**src/sv/gcn_pkg.sv**
```systemverilog
// ----------------------------------------------------------------------------
// gcn_pkg: shared types and constants of the gait cycle normalizer
// Sample and counter widths, the command passed from front to back, the
// result record, the divider control and the back-end state encoding.
// ----------------------------------------------------------------------------
package gcn_pkg;

  localparam int SAMPLE_BITS = 16;
  localparam int MAX_PERIOD  = 4096;
  localparam int CNT_W       = $clog2(MAX_PERIOD + 1);
  localparam int ACC_W       = SAMPLE_BITS + CNT_W;
  localparam int AMP_W       = SAMPLE_BITS - 1;
  localparam int DIV_CNT_W   = $clog2(ACC_W + 1);
  localparam int FIFO_DEPTH  = 2;
  localparam int FIFO_PTR_W  = $clog2(FIFO_DEPTH);
  localparam int FIFO_CNT_W  = $clog2(FIFO_DEPTH + 1);

  // One classified item on its way to the back end
  typedef struct packed {
    logic                    close;
    logic signed [ACC_W-1:0] angle_acc;
    logic signed [ACC_W-1:0] vel_acc;
    logic [AMP_W-1:0]        angle_amp;
    logic [AMP_W-1:0]        vel_amp;
    logic [CNT_W-1:0]        count;
  } gcn_cmd_t;

  typedef struct packed {
    logic                          cycle_done;
    logic signed [SAMPLE_BITS-1:0] angle_mean;
    logic signed [SAMPLE_BITS-1:0] vel_mean;
    logic [AMP_W-1:0]              angle_amp;
    logic [AMP_W-1:0]              vel_amp;
    logic [CNT_W-1:0]              period_len;
  } gcn_res_t;

  typedef struct packed {
    logic start;
    logic busy;
    logic done;
  } gcn_div_ctl_t;

  typedef enum logic [1:0] {
    ST_IDLE,
    ST_DIV,
    ST_EMIT
  } gcn_state_e;

endpackage

```
**src/sv/gait_cycle_normalizer.sv**
```systemverilog
// ----------------------------------------------------------------------------
// gait_cycle_normalizer: per-cycle statistics of joint angle and velocity
// Accumulates both signals and, on each gait cycle close, latches the means,
// half-range amplitudes and period.
// ----------------------------------------------------------------------------
// Usage:
//   Input channel: drive angle_sample_i / vel_sample_i and raise push_i; an
//   item is taken on a clock edge with push_i high and full_o low.
//   Result channel: while empty_o is low the oldest result sits on the result
//   ports; it is taken on a clock edge with pop_i high.
//   Every item yields exactly one result, in order.
//   Timing: with the back end idle, an item that does not close a cycle
//   passes through the command queue and the output register to the result
//   ports, and such items stream at one per cycle while pop_i stays high.
//   An item that closes a cycle waits on the serial divider, which produces
//   both means one quotient bit per cycle; the front keeps taking items into
//   the two-entry command queue meanwhile.
//   Reset clears all accumulators, the latched statistics and the queues.
//   A stalled receiver holds the output register; the queue then fills and
//   full_o rises, so no item is lost.
// ----------------------------------------------------------------------------
module gait_cycle_normalizer
  import gcn_pkg::*;
(
  input  logic                          clk_i,
  input  logic                          rst_ni,
  input  logic                          push_i,
  output logic                          full_o,
  input  logic signed [SAMPLE_BITS-1:0] angle_sample_i,
  input  logic signed [SAMPLE_BITS-1:0] vel_sample_i,
  output logic                          empty_o,
  input  logic                          pop_i,
  output logic                          cycle_done_o,
  output logic signed [SAMPLE_BITS-1:0] angle_mean_o,
  output logic signed [SAMPLE_BITS-1:0] vel_mean_o,
  output logic [AMP_W-1:0]              angle_amp_o,
  output logic [AMP_W-1:0]              vel_amp_o,
  output logic [CNT_W-1:0]              period_len_o
);

  logic                          accept;
  logic                          cmd_valid;
  gcn_cmd_t                      cmd_wr, cmd_rd;
  logic                          fifo_full, fifo_empty, fifo_pop;
  gcn_div_ctl_t                  div_ctl;
  logic                          div_busy, div_done;
  logic signed [SAMPLE_BITS-1:0] quo_a, quo_b;
  logic                          out_valid;
  gcn_res_t                      res;

  assign accept = push_i && !fifo_full;

  gcn_front u_front (
    .clk_i       (clk_i),
    .rst_ni      (rst_ni),
    .accept_i    (accept),
    .angle_i     (angle_sample_i),
    .vel_i       (vel_sample_i),
    .cmd_valid_o (cmd_valid),
    .cmd_o       (cmd_wr)
  );

  gcn_cmd_fifo u_fifo (
    .clk_i     (clk_i),
    .rst_ni    (rst_ni),
    .wr_en_i   (cmd_valid),
    .wr_data_i (cmd_wr),
    .full_o    (fifo_full),
    .rd_en_i   (fifo_pop),
    .rd_data_o (cmd_rd),
    .empty_o   (fifo_empty)
  );

  gcn_div u_div (
    .clk_i   (clk_i),
    .rst_ni  (rst_ni),
    .start_i (div_ctl.start),
    .num_a_i (cmd_rd.angle_acc),
    .num_b_i (cmd_rd.vel_acc),
    .den_i   (cmd_rd.count),
    .busy_o  (div_busy),
    .done_o  (div_done),
    .quo_a_o (quo_a),
    .quo_b_o (quo_b)
  );

  gcn_back u_back (
    .clk_i        (clk_i),
    .rst_ni       (rst_ni),
    .fifo_empty_i (fifo_empty),
    .cmd_i        (cmd_rd),
    .fifo_pop_o   (fifo_pop),
    .div_ctl_o    (div_ctl),
    .div_busy_i   (div_busy),
    .div_done_i   (div_done),
    .quo_a_i      (quo_a),
    .quo_b_i      (quo_b),
    .out_valid_o  (out_valid),
    .out_pop_i    (pop_i),
    .res_o        (res)
  );

  assign full_o       = fifo_full;
  assign empty_o      = !out_valid;
  assign cycle_done_o = res.cycle_done;
  assign angle_mean_o = res.angle_mean;
  assign vel_mean_o   = res.vel_mean;
  assign angle_amp_o  = res.angle_amp;
  assign vel_amp_o    = res.vel_amp;
  assign period_len_o = res.period_len;

  // a new division never starts over a running one
  a_div_start_idle: assert property (@(posedge clk_i) disable iff (!rst_ni)
    div_ctl.start |-> !div_ctl.busy)
    else $error("divider started while busy");

  // a closed cycle always holds at least one sample
  a_closed_period: assert property (@(posedge clk_i) disable iff (!rst_ni)
    (!empty_o && cycle_done_o) |-> (period_len_o != '0))
    else $error("closed cycle with zero period");

  // a finished division leads to a result on the result side
  a_div_to_out: assert property (@(posedge clk_i) disable iff (!rst_ni)
    div_ctl.done |-> ##2 !empty_o)
    else $error("closing result not presented");

  // the command queue only takes what it has room for
  a_fifo_room: assert property (@(posedge clk_i) disable iff (!rst_ni)
    (fifo_full && !fifo_pop) |=> !(fifo_empty))
    else $error("command queue lost an entry");

endmodule

```
**src/sv/gcn_front.sv**
```systemverilog
// ----------------------------------------------------------------------------
// gcn_front: item intake and cycle detection
// Classifies each accepted item as closing or accumulating, keeps the running
// sums and extremes, and pushes one command per item to the back end.
// ----------------------------------------------------------------------------
module gcn_front
  import gcn_pkg::*;
(
  input  logic                          clk_i,
  input  logic                          rst_ni,
  input  logic                          accept_i,
  input  logic signed [SAMPLE_BITS-1:0] angle_i,
  input  logic signed [SAMPLE_BITS-1:0] vel_i,
  output logic                          cmd_valid_o,
  output gcn_cmd_t                      cmd_o
);

  logic signed [SAMPLE_BITS-1:0] prev_vel_q, prev_vel_d;
  logic [CNT_W-1:0]              count_q, count_d;
  logic [CNT_W-1:0]              last_period_q, last_period_d;
  logic signed [ACC_W-1:0]       angle_acc_q, angle_acc_d;
  logic signed [ACC_W-1:0]       vel_acc_q, vel_acc_d;
  logic signed [SAMPLE_BITS-1:0] angle_hi_q, angle_hi_d, angle_lo_q, angle_lo_d;
  logic signed [SAMPLE_BITS-1:0] vel_hi_q, vel_hi_d, vel_lo_q, vel_lo_d;
  logic                          close;
  logic [SAMPLE_BITS:0]          angle_span, vel_span;

  assign close = vel_i[SAMPLE_BITS-1]
              && !prev_vel_q[SAMPLE_BITS-1] && (prev_vel_q != '0)
              && ({count_q, 1'b0} > {1'b0, last_period_q});

  // extremes straddle zero, so the span is non-negative and fits SAMPLE_BITS
  assign angle_span = {angle_hi_q[SAMPLE_BITS-1], angle_hi_q}
                    - {angle_lo_q[SAMPLE_BITS-1], angle_lo_q};
  assign vel_span   = {vel_hi_q[SAMPLE_BITS-1], vel_hi_q}
                    - {vel_lo_q[SAMPLE_BITS-1], vel_lo_q};

  always_comb begin
    prev_vel_d    = prev_vel_q;
    count_d       = count_q;
    last_period_d = last_period_q;
    angle_acc_d   = angle_acc_q;
    vel_acc_d     = vel_acc_q;
    angle_hi_d    = angle_hi_q;
    angle_lo_d    = angle_lo_q;
    vel_hi_d      = vel_hi_q;
    vel_lo_d      = vel_lo_q;
    if (accept_i) begin
      prev_vel_d = vel_i;
      if (close) begin
        last_period_d = count_q;
        count_d       = '0;
        angle_acc_d   = '0;
        vel_acc_d     = '0;
        angle_hi_d    = '0;
        angle_lo_d    = '0;
        vel_hi_d      = '0;
        vel_lo_d      = '0;
      end else begin
        // freeze count and sums once saturated
        if (count_q < CNT_W'(MAX_PERIOD)) begin
          count_d     = count_q + CNT_W'(1);
          angle_acc_d = angle_acc_q
                      + {{(ACC_W-SAMPLE_BITS){angle_i[SAMPLE_BITS-1]}}, angle_i};
          vel_acc_d   = vel_acc_q
                      + {{(ACC_W-SAMPLE_BITS){vel_i[SAMPLE_BITS-1]}}, vel_i};
        end
        if (angle_i > angle_hi_q) angle_hi_d = angle_i;
        if (angle_i < angle_lo_q) angle_lo_d = angle_i;
        if (vel_i > vel_hi_q)     vel_hi_d   = vel_i;
        if (vel_i < vel_lo_q)     vel_lo_d   = vel_i;
      end
    end
  end

  always_ff @(posedge clk_i or negedge rst_ni) begin
    if (!rst_ni) begin
      prev_vel_q    <= '0;
      count_q       <= '0;
      last_period_q <= '0;
      angle_acc_q   <= '0;
      vel_acc_q     <= '0;
      angle_hi_q    <= '0;
      angle_lo_q    <= '0;
      vel_hi_q      <= '0;
      vel_lo_q      <= '0;
    end else begin
      prev_vel_q    <= prev_vel_d;
      count_q       <= count_d;
      last_period_q <= last_period_d;
      angle_acc_q   <= angle_acc_d;
      vel_acc_q     <= vel_acc_d;
      angle_hi_q    <= angle_hi_d;
      angle_lo_q    <= angle_lo_d;
      vel_hi_q      <= vel_hi_d;
      vel_lo_q      <= vel_lo_d;
    end
  end

  assign cmd_valid_o     = accept_i;
  assign cmd_o.close     = close;
  assign cmd_o.angle_acc = angle_acc_q;
  assign cmd_o.vel_acc   = vel_acc_q;
  assign cmd_o.angle_amp = angle_span[SAMPLE_BITS-1:1];
  assign cmd_o.vel_amp   = vel_span[SAMPLE_BITS-1:1];
  assign cmd_o.count     = count_q;

endmodule

```
**src/sv/gcn_cmd_fifo.sv**
```systemverilog
// ----------------------------------------------------------------------------
// gcn_cmd_fifo: short command queue between front and back
// Register-based FIFO; lets the front keep taking items while the back
// divides.
// ----------------------------------------------------------------------------
module gcn_cmd_fifo
  import gcn_pkg::*;
(
  input  logic     clk_i,
  input  logic     rst_ni,
  input  logic     wr_en_i,
  input  gcn_cmd_t wr_data_i,
  output logic     full_o,
  input  logic     rd_en_i,
  output gcn_cmd_t rd_data_o,
  output logic     empty_o
);

  gcn_cmd_t              mem_q [FIFO_DEPTH];
  logic [FIFO_PTR_W-1:0] wr_ptr_q, rd_ptr_q;
  logic [FIFO_CNT_W-1:0] fill_q;

  assign full_o    = (fill_q == FIFO_CNT_W'(FIFO_DEPTH));
  assign empty_o   = (fill_q == '0);
  assign rd_data_o = mem_q[rd_ptr_q];

  always_ff @(posedge clk_i) begin
    if (wr_en_i) begin
      mem_q[wr_ptr_q] <= wr_data_i;
    end
  end

  always_ff @(posedge clk_i or negedge rst_ni) begin
    if (!rst_ni) begin
      wr_ptr_q <= '0;
      rd_ptr_q <= '0;
      fill_q   <= '0;
    end else begin
      if (wr_en_i) wr_ptr_q <= wr_ptr_q + FIFO_PTR_W'(1);
      if (rd_en_i) rd_ptr_q <= rd_ptr_q + FIFO_PTR_W'(1);
      case ({wr_en_i, rd_en_i})
        2'b10:   fill_q <= fill_q + FIFO_CNT_W'(1);
        2'b01:   fill_q <= fill_q - FIFO_CNT_W'(1);
        default: fill_q <= fill_q;
      endcase
    end
  end

endmodule

```
**src/sv/gcn_div.sv**
```systemverilog
// ----------------------------------------------------------------------------
// gcn_div: two-lane serial divider for the cycle means
// Restoring division of both signed sums by the shared sample count, one
// quotient bit per cycle, truncating toward zero.
// ----------------------------------------------------------------------------
module gcn_div
  import gcn_pkg::*;
(
  input  logic                          clk_i,
  input  logic                          rst_ni,
  input  logic                          start_i,
  input  logic signed [ACC_W-1:0]       num_a_i,
  input  logic signed [ACC_W-1:0]       num_b_i,
  input  logic [CNT_W-1:0]              den_i,
  output logic                          busy_o,
  output logic                          done_o,
  output logic signed [SAMPLE_BITS-1:0] quo_a_o,
  output logic signed [SAMPLE_BITS-1:0] quo_b_o
);

  typedef struct packed {
    logic [CNT_W-1:0] rem;
    logic [ACC_W-1:0] dvd;
  } lane_t;

  lane_t                lane_a_q, lane_a_d, lane_b_q, lane_b_d;
  logic                 neg_a_q, neg_b_q, zero_q;
  logic [CNT_W-1:0]     den_q;
  logic [DIV_CNT_W-1:0] cnt_q;
  logic                 busy_q, done_q;
  logic [ACC_W-1:0]     res_a, res_b;

  function automatic lane_t div_step(lane_t cur, logic [CNT_W-1:0] den);
    logic [CNT_W:0] shifted;
    lane_t          nxt;
    shifted = {cur.rem, cur.dvd[ACC_W-1]};
    if (shifted >= {1'b0, den}) begin
      nxt.rem = CNT_W'(shifted - {1'b0, den});
      nxt.dvd = {cur.dvd[ACC_W-2:0], 1'b1};
    end else begin
      nxt.rem = shifted[CNT_W-1:0];
      nxt.dvd = {cur.dvd[ACC_W-2:0], 1'b0};
    end
    return nxt;
  endfunction

  function automatic logic [ACC_W-1:0] magnitude(logic signed [ACC_W-1:0] v);
    return v[ACC_W-1] ? ACC_W'(-v) : ACC_W'(v);
  endfunction

  always_comb begin
    lane_a_d = div_step(lane_a_q, den_q);
    lane_b_d = div_step(lane_b_q, den_q);
  end

  always_ff @(posedge clk_i) begin
    if (start_i) begin
      lane_a_q <= '{rem: '0, dvd: magnitude(num_a_i)};
      lane_b_q <= '{rem: '0, dvd: magnitude(num_b_i)};
      neg_a_q  <= num_a_i[ACC_W-1];
      neg_b_q  <= num_b_i[ACC_W-1];
      den_q    <= den_i;
      zero_q   <= (den_i == '0);
    end else if (busy_q) begin
      lane_a_q <= lane_a_d;
      lane_b_q <= lane_b_d;
    end
  end

  always_ff @(posedge clk_i or negedge rst_ni) begin
    if (!rst_ni) begin
      busy_q <= 1'b0;
      done_q <= 1'b0;
      cnt_q  <= '0;
    end else begin
      done_q <= 1'b0;
      if (start_i) begin
        busy_q <= 1'b1;
        cnt_q  <= DIV_CNT_W'(ACC_W);
      end else if (busy_q) begin
        cnt_q <= cnt_q - DIV_CNT_W'(1);
        if (cnt_q == DIV_CNT_W'(1)) begin
          busy_q <= 1'b0;
          done_q <= 1'b1;
        end
      end
    end
  end

  assign res_a   = neg_a_q ? ACC_W'(-lane_a_q.dvd) : lane_a_q.dvd;
  assign res_b   = neg_b_q ? ACC_W'(-lane_b_q.dvd) : lane_b_q.dvd;
  assign quo_a_o = zero_q ? '0 : res_a[SAMPLE_BITS-1:0];
  assign quo_b_o = zero_q ? '0 : res_b[SAMPLE_BITS-1:0];
  assign busy_o  = busy_q;
  assign done_o  = done_q;

endmodule

```
**src/sv/gcn_back.sv**
```systemverilog
// ----------------------------------------------------------------------------
// gcn_back: result generation
// Takes commands in order, runs the divider on closing items, keeps the
// latched cycle statistics and loads the output register.
// ----------------------------------------------------------------------------
module gcn_back
  import gcn_pkg::*;
(
  input  logic                          clk_i,
  input  logic                          rst_ni,
  input  logic                          fifo_empty_i,
  input  gcn_cmd_t                      cmd_i,
  output logic                          fifo_pop_o,
  output gcn_div_ctl_t                  div_ctl_o,
  input  logic                          div_busy_i,
  input  logic                          div_done_i,
  input  logic signed [SAMPLE_BITS-1:0] quo_a_i,
  input  logic signed [SAMPLE_BITS-1:0] quo_b_i,
  output logic                          out_valid_o,
  input  logic                          out_pop_i,
  output gcn_res_t                      res_o
);

  gcn_state_e                    state_q, state_d;
  logic signed [SAMPLE_BITS-1:0] angle_mean_q, vel_mean_q;
  logic [AMP_W-1:0]              angle_amp_q, vel_amp_q, pend_angle_amp_q, pend_vel_amp_q;
  logic [CNT_W-1:0]              period_q, pend_period_q;
  gcn_res_t                      res_q;
  logic                          out_valid_q;
  logic                          slot_free;
  logic                          pop, div_start, load, load_done, upd;

  assign slot_free = !out_valid_q || out_pop_i;

  always_comb begin
    state_d = state_q;
    unique case (state_q)
      ST_IDLE: if (!fifo_empty_i && cmd_i.close) state_d = ST_DIV;
      ST_DIV:  if (div_done_i) state_d = ST_EMIT;
      ST_EMIT: if (slot_free) state_d = ST_IDLE;
      default: state_d = ST_IDLE;
    endcase
  end

  always_comb begin
    pop       = 1'b0;
    div_start = 1'b0;
    load      = 1'b0;
    load_done = 1'b0;
    upd       = 1'b0;
    unique case (state_q)
      ST_IDLE: begin
        if (!fifo_empty_i) begin
          if (cmd_i.close) begin
            pop       = 1'b1;
            div_start = 1'b1;
          end else if (slot_free) begin
            pop  = 1'b1;
            load = 1'b1;
          end
        end
      end
      ST_DIV:  upd = div_done_i;
      ST_EMIT: begin
        load      = slot_free;
        load_done = 1'b1;
      end
      default: ;
    endcase
  end

  // hold amplitudes and period until the means are ready
  always_ff @(posedge clk_i) begin
    if (div_start) begin
      pend_angle_amp_q <= cmd_i.angle_amp;
      pend_vel_amp_q   <= cmd_i.vel_amp;
      pend_period_q    <= cmd_i.count;
    end
    if (load) begin
      res_q <= '{cycle_done: load_done, angle_mean: angle_mean_q, vel_mean: vel_mean_q,
                 angle_amp: angle_amp_q, vel_amp: vel_amp_q, period_len: period_q};
    end
  end

  always_ff @(posedge clk_i or negedge rst_ni) begin
    if (!rst_ni) begin
      state_q      <= ST_IDLE;
      out_valid_q  <= 1'b0;
      angle_mean_q <= '0;
      vel_mean_q   <= '0;
      angle_amp_q  <= '0;
      vel_amp_q    <= '0;
      period_q     <= '0;
    end else begin
      state_q <= state_d;
      if (load)           out_valid_q <= 1'b1;
      else if (out_pop_i) out_valid_q <= 1'b0;
      if (upd) begin
        angle_mean_q <= quo_a_i;
        vel_mean_q   <= quo_b_i;
        angle_amp_q  <= pend_angle_amp_q;
        vel_amp_q    <= pend_vel_amp_q;
        period_q     <= pend_period_q;
      end
    end
  end

  assign fifo_pop_o      = pop;
  assign div_ctl_o.start = div_start;
  assign div_ctl_o.busy  = div_busy_i;
  assign div_ctl_o.done  = div_done_i;
  assign out_valid_o     = out_valid_q;
  assign res_o           = res_q;

endmodule
```
**config.mk**
```make
export PLATFORM = sky130hd
export DESIGN_NAME = gait_cycle_normalizer
export DESIGN_NICKNAME = d
export VERILOG_FILES = /design/src/sv/gcn_pkg.sv /design/src/sv/gait_cycle_normalizer.sv /design/src/sv/gcn_front.sv /design/src/sv/gcn_cmd_fifo.sv /design/src/sv/gcn_div.sv /design/src/sv/gcn_back.sv
export SDC_FILE = /design/constraint.sdc
export NUM_CORES = 1
export LEC_CHECK = 0
export ABC_AREA = 1
export BUFFER_PORTS_ARGS = -buffer_cell sky130_fd_sc_hd__buf_2
export CORE_UTILIZATION = 65
export DETAILED_ROUTE_END_ITERATION = 7
export GPL_TIMING_DRIVEN = 0
export HOLD_SLACK_MARGIN = 0.1
export PLACE_DENSITY = 0.83
export SLEW_MARGIN = 20
export SYNTH_ARGS = -nofsm -noshare
export SYNTH_HDL_FRONTEND = slang
export SYNTH_SLANG_ARGS = --single-unit
```
**constraint.sdc**
```tcl
create_clock -name clk_i -period 14.1 [get_ports clk_i]
set_input_delay 2.115 -clock clk_i [delete_from_list [all_inputs] [get_ports clk_i]]
set_output_delay 2.115 -clock clk_i [all_outputs]
set_load 0.005 [all_outputs]
```
==> results of run 1 <==
## worst max-delay path: cells and delay by family
family | cells | cell delay [ps]
simple gates | 2 | 900
buf+inv | 5 | 1290
## metal layers
metal / part of all wire [%] / vias up / track usage, % / wire length [um]
li1: - / 13600 / - / -
met1: 40 / 13500 / 44.6 / 36400
met2: 47 / 1302 / 55.1 / 42700
met3: 8.0 / 220 / 3.96 / 7230
met4: 4.0 / 0 / 14.8 / 3630
met5: 0 / - / 0 / 0
## state kept, by name (all words and copies together), names as in the netlist, 16 cells and up
register	count
u_front.angle_acc_q	29
u_back.res_o	76
u_front.vel_lo_q	16
u_div.lane_a_q	42
u_div.lane_b_q	42
u_back.angle_mean_q	16
u_front.vel_acc_q	29
u_front.vel_hi_q	16
u_front.prev_vel_q	16
u_front.angle_hi_q	16
u_fifo.mem_q	204
u_back.vel_mean_q	16
u_front.angle_lo_q	16
## stage by stage
| stage | cells | setup slack (ps) |
|---|---|---|
| 3_5_place_dp | 4779 | 9520 |
| 2_1_floorplan | 3963 | 6720 |
| 5_1_grt | 4907 | 10010 |
| 4_1_cts | 4907 | 10140 |
| 3_3_place_gp | 4764 | 3580 |
| 6_report | 4908 | 10070 |
## cells by family after synthesis
logic type | after synthesis
flops | 663
mux | 2
compound gates | 487
buf+inv | 464
fa+ha+maj | 198
xor+xnor | 99
simple gates | 2050
## layout by cell type, fill, tap and decap left out, types with 11 or more instances in the layout
cell type  synthesis  final
xor2_1            65     65
o211ai_1          17     17
dfxtp_1           26     26
edfxtp_1         384    384
dfrtp_1          253    253
nor2_1           288    285
o21ai_0          234    234
nand3b_1          24     24
nand3_2           12     12
buf_2             41    152
inv_1            344    343
clkbuf_16          0     70
a21oi_1          162    162
nor3_1            41     41
nand3_1          266    266
nand4_1           65     65
ha_1             192    192
nor2_2            13     13
buf_6             11     11
xnor2_1           34     34
clkbuf_1          40     59
or2_2             19     19
o21ai_1           28     28
nand2_1         1278   1278
nand2_2           13     13
## path summary, 6_finish.rpt
kind / startpoint / end / slack, ps / cells after the start
worst max-delay path: push_i / u_fifo.mem_q[0][99]$_DFFE_PP_ / 10070 / 7
worst min-delay path: u_back.pend_angle_amp_q[5]$_DFFE_PP_ / u_back.angle_amp_q[5]$_DFFE_PN0P_ / 440 / 2
worst max register to register: u_fifo.fill_q[0]$_DFFE_PN0P_ / u_fifo.mem_q[0][99]$_DFFE_PP_ / 11000 / 8
worst min register to register: u_back.pend_angle_amp_q[5]$_DFFE_PP_ / u_back.angle_amp_q[5]$_DFFE_PN0P_ / 440 / 2
max in group asynchronous: rst_ni / u_back.angle_amp_q[9]$_DFFE_PN0P_ / 11220 / 3
min in group asynchronous: rst_ni / u_back.period_q[8]$_DFFE_PN0P_ / 1470 / 1
## cell type report
cell class	instances	area share [%]
antenna	1	0.00640
buffer	109	1.46
clock buffer	96	4.91
clock inverter	32	0.944
inverter	355	3.42
multi-input combinational	2836	37.6
sequential	663	47.0
tap	688	2.20
timing repair buffer	128	2.43
## power breakdown
part / internal [W] / total (W) / leakage (nW) / switching (W)
registers: 0.00311 / 0.00358 / 7.12 / 0.000470
logic: 0.00159 / 0.00474 / 9.84 / 0.00315
clock network: 0.00109 / 0.00186 / 1.11 / 0.000771
total: 0.00578 / 0.0102 / 18.1 / 0.00439
==> flow_metrics.tcl, run 1 <==
set metrics [dict create \
    antenna_found_initial 1 \
    synth.largest_area_cell "edfxtp_1" \
    slew-limit-headroom_pct 20.5 \
    grt_usage_pct 33.4 \
    min_period_ps 4030 \
    post-cts-setup-buffers 0 \
    die_h_um 234 \
    clkTransAtPathRegs_ps 60 \
    violations "DRC" \
    worst_setup_path_end_kind "flop" \
    synthDistinctLibCells 52 \
    grt_overflow 0 \
    place_congestion 0.990 \
    h-tree-depth 3 \
    clk_latency_ps 620 \
    clock_sinks 663 \
    rsz0062_at_grt "no" \
    syn_nets 4197 \
    cts_resized 0 \
    synth_top_flop_cell "edfxtp_1" \
    totalWireLength_um 90000 \
    drv_slew 0 \
    placed_area_um2 36800 \
    powerDensity_nw_per_um2 260 \
    worstMarginPinSlew_ps 1190 \
    fin_area_um2 39100 \
    fin_nets 4397 \
    worst_hold_path_type "reg -> reg" \
    grt_max_degree 94 \
    dpl.hpwl_um 64700 \
    cp_data_required_time_ps 14400 \
    drt_iter0_drc 2851 \
    worst_setup_path_start_kind "input pin" \
    areaGrowthSynthToFinish_pct 11.8 \
    drive_above_1_share_pct 9.17 \
    grt_pass1_wl_um 142000 \
    yosys_warnings 0 \
    synthTopCellsByCount "1278 x nand2_1, 384 x edfxtp_1, 344 x inv_1" \
    synth-edff-count 384 \
    synth_compound_area_share_pct 7.51 \
    cts_buffer_depth 3 \
    seq_area_um2 18400 \
    slowest_stage "nor2_4" \
    synth.area.top_cells "edfxtp_1 33%, dfrtp_1 18%, nand2_1 14%, ha_1 6.9%, nand3_1 3.8%" \
    synth.most_common_cell "nand2_1" \
    avgRoutedWirePerCell_um 18.3 \
    yosys.area.top_type_share_pct 33.0 \
    synth_top_family_by_area "simple AND/OR/NAND/NOR gates" \
    yosys.area_share.xor_xnor_pct 2.48 \
    ant_nets 0 \
    vias 28600 \
    outcome "finished with violations" \
    die_area_um2 54700 \
    synth_area_um2 35000 \
    ys_seq_area_share_pct 52.6 \
    portBuffers 113 \
    utilization_pct 74.0 \
    fin_hold_ws_ps 438 \
    setup_viol 0 \
    num_rows 84 \
    setup_tns_ps 0 \
    fillCellCount 3807 \
    cts_tree "built" \
    ctsHoldBuffers 0 \
    worstSetupPathType "in -> reg" \
    crit_fanout 27 \
    path_cells "buf_2 > nand2_1 > buf_2 > clkbuf_1 > nor2_4 > buf_12 > buf_12" \
    drtPass1Iterations 8 \
    p_leak_nw 18.1 \
    muxShareOfSynthArea_pct 0.0572 \
    clock-skew-final_ps 26.3 \
    multi_input_area_um2 14700 \
    synth_simple_gate_area_share_pct 24.7 \
    synth_area_per_cell_um2 8.83 \
    syn_inst 3963 \
    finalCritPeriodShare_pct 28.6 \
    grt_pass1_vias 27300 \
    cts_buffers 70 \
    power_w 0.0102 \
    drc_errors 16 \
    initial_core_util_pct 66.2 \
    ys_ff_latch 663 \
    hold_viol_final 0 \
    yosys.area_share.adder_pct 7.21 \
    core-area_um2 52900 \
    ir_drop_v 0.000166 \
    cts-root-buf "clkbuf_16" \
    vias_per_cell 5.83 \
    arrival_ps 4330 \
    die_x_um 234 \
    drv_cap 0 \
    cp_slowest_stage_delay_ps 610 \
    synth-async-reset-ratio_pct 38.2 \
    pin_count 114 \
    fmax_mhz 248 \
]
Power figures use the tool's default switching activity.
==> inputs of run 2 (changes only) <==
Settings changed: CORE_UTILIZATION 65 to 63, PLACE_DENSITY 0.83 to 0.81.
Clock period 14.1 ns to 3.91 ns, I/O delays scaled along.
==> run 2 against run 1 <==
The flow now finishes without violations. Total power grew to 3.6 times the previous value. Clock skew increased by 2.8 ps. Die area up 3.1%. First-iteration DRC count shrank 9.8%. Cell area increased by 0.77%. Sequential share of layout area decreased by 0.36 points. Via count shrank 2.0%. Clock power grew to 3.8 times the previous value. Critical path type is now reg -> reg. Largest cell class unchanged.
==> flow_metrics.tcl, run 2 (synthesis results as in run 1) <==
set metrics [dict create \
    drv_slew 0 \
    reg2reg_from "u_fifo.fill_q[0]$_DFFE_PN0P_" \
    p_leak_nw 18.2 \
    outcome "finished, final reports clean" \
    die_h_um 238 \
    die_area_um2 56500 \
    fmax_mhz 316 \
    clock_sinks 663 \
    comb_power_share_pct 46.0 \
    path_cells "inv_1 > nand2_1 > nand2_1 > buf_2 > clkbuf_1 > nor2_4 > buf_16 > buf_12 > buf_16" \
    drt_iter0_drc 2572 \
    setup_viol 0 \
    pin_count 114 \
    grt_overflow 0 \
    core-area_um2 54300 \
    cp_data_required_time_ps 4210 \
    worstMarginPinSlew_ps 1200 \
    worst_setup_path_start_kind "flop" \
    arrival_ps 3470 \
    dp.cells 4832 \
    slew-limit-headroom_pct 19.8 \
    rsz0062_at_grt "no" \
    crit_buf_inv 6 \
    h-tree-depth 3 \
    ant_nets 0 \
    totalWireLength_um 87200 \
    finalCritPeriodShare_pct 80.9 \
    grt_usage_pct 31.2 \
    cts_tree "built" \
    powerDensity_nw_per_um2 936 \
    grt_pass1_wl_um 138000 \
    fin_nets 4399 \
    areaGrowthSynthToFinish_pct 12.7 \
    place_congestion 0.962 \
    grt_max_degree 69 \
    worst_setup_path_end_kind "flop" \
    drtPass1Iterations 6 \
    num_rows 85 \
    pwr-share-clk_pct 19.2 \
    die_x_um 238 \
    cp_slowest_stage_delay_ps 570 \
    ctsHoldBuffers 1 \
    portBuffers 113 \
    power_w 0.0369 \
    ir_drop_v 0.000542 \
    cts_buffers 69 \
    dpl.hpwl_um 64300 \
    drive_above_1_share_pct 9.34 \
    crit_fanout 24 \
    largest_reg_flops 204 \
    min_period_ps 3160 \
    avgRoutedWirePerCell_um 17.6 \
    switching_power_w 0.0156 \
    setup_tns_ps 0 \
    drv_cap 0 \
    swShare_pct 42.4 \
    grt_pass1_vias 26400 \
    antenna_found_initial 2 \
    worst_hold_path_type "in -> reg" \
    critical-path-top-delay-family "buffers and inverters" \
    clkTransAtPathRegs_ps 60 \
    post-cts-setup-buffers 0 \
    cts_resized 0 \
    largest-register "u_fifo.mem_q" \
    clock-skew-final_ps 29.2 \
    hold_viol_final 0 \
    r2r_slack_ps 750 \
    vias_per_cell 5.65 \
    initial_core_util_pct 64.4 \
    hp-start "pop_i" \
    drc_errors 0 \
    crit_start "u_fifo.fill_q[0]$_DFFE_PN0P_" \
    final_cell_mix "1278 x nand2_1, 384 x edfxtp_1, 343 x inv_1, 285 x nor2_1, 266 x nand3_1" \
    power_frac_seq_pct 34.9 \
    cts-root-buf "clkbuf_16" \
    vias 28000 \
    cts_buffer_depth 3 \
    intPower_w 0.0213 \
    mostFrequentLayoutCell "nand2_1" \
    fin_cells 4961 \
    clk_latency_ps 620 \
    slowest_stage "nor2_4" \
    worstSetupPathType "reg -> reg" \
]
==> run 2: cell types whose count changed in the layout (fill, tap and decap cells not counted), moves of 2 or more <==
cell,previous run,this run
clkbuf_1,59,50
bufinv_16,7,11
clkbuf_16,70,73
clkinv_2,10,7
clkinv_4,0,3
clkinvlp_4,4,1
clkbuf_8,7,9
clkinv_1,5,7
==> run 2: metrics by stage <==
stage | instance area, um2 | util, % | worst slack (ps) | hold WS [ps]
after global routing | 39400 | 72.5 | 636 | 205
after floorplan | 35000 | - | 691 | 291
after global placement | 36500 | 67.1 | -2610 | 423
after CTS | 39400 | 72.5 | 765 | 165
after detailed placement | 36900 | 67.9 | 772 | 428
final | 39400 | 72.5 | 747 | 183
==> run 2: power groups by stage <==
stage | combinational [W] | clock, W | sequential (W)
2_1_floorplan | 0.0121 | 0 | 0.0124
3_3_place_gp | 0.0158 | 0 | 0.0129
3_5_place_dp | 0.0166 | 0 | 0.0129
4_1_cts | 0.0168 | 0.00713 | 0.0128
5_1_grt | 0.0190 | 0.00740 | 0.0131
6_report | 0.0170 | 0.00707 | 0.0129
==> run 2: routing by layer <==
layer  global-route usage, %  part of all wire, %  vias up
li1                        -                    -    13700
met1                    42.3                   43    13100
met4                    11.8                  3.6        0
met2                    51.8                   47     1052
met3                    3.84                  6.6      211
met5                       0                    0        -
==> run 2: final cells by class <==
class / count / area [um2]
flip-flops and latches: 663 / 18400
fillers: 4034 / 14900
multi-input cells: 2836 / 14700
clock buffers: 92 / 1990
inverters: 355 / 1340
repair buffers: 131 / 1010
well taps: 739 / 925
plain buffers: 109 / 572
clock inverters: 34 / 477
diodes: 2 / 5.00
==> run 2: path summary, 6_finish.rpt <==
check	endpoint	cells past startpoint
setup reg to reg	u_fifo.mem_q[0][92]$_DFFE_PP_	9
min in group asynchronous	u_front.angle_lo_q[10]$_DFFE_PN0P_	2
hold reg to reg	u_back.vel_amp_q[12]$_DFFE_PN0P_	2
hold / removal	u_back.out_valid_o$_DFFE_PN0P_	2
setup / recovery	u_fifo.mem_q[0][92]$_DFFE_PP_	9
max in group asynchronous	u_front.count_q[5]$_DFFE_PN0P_	4
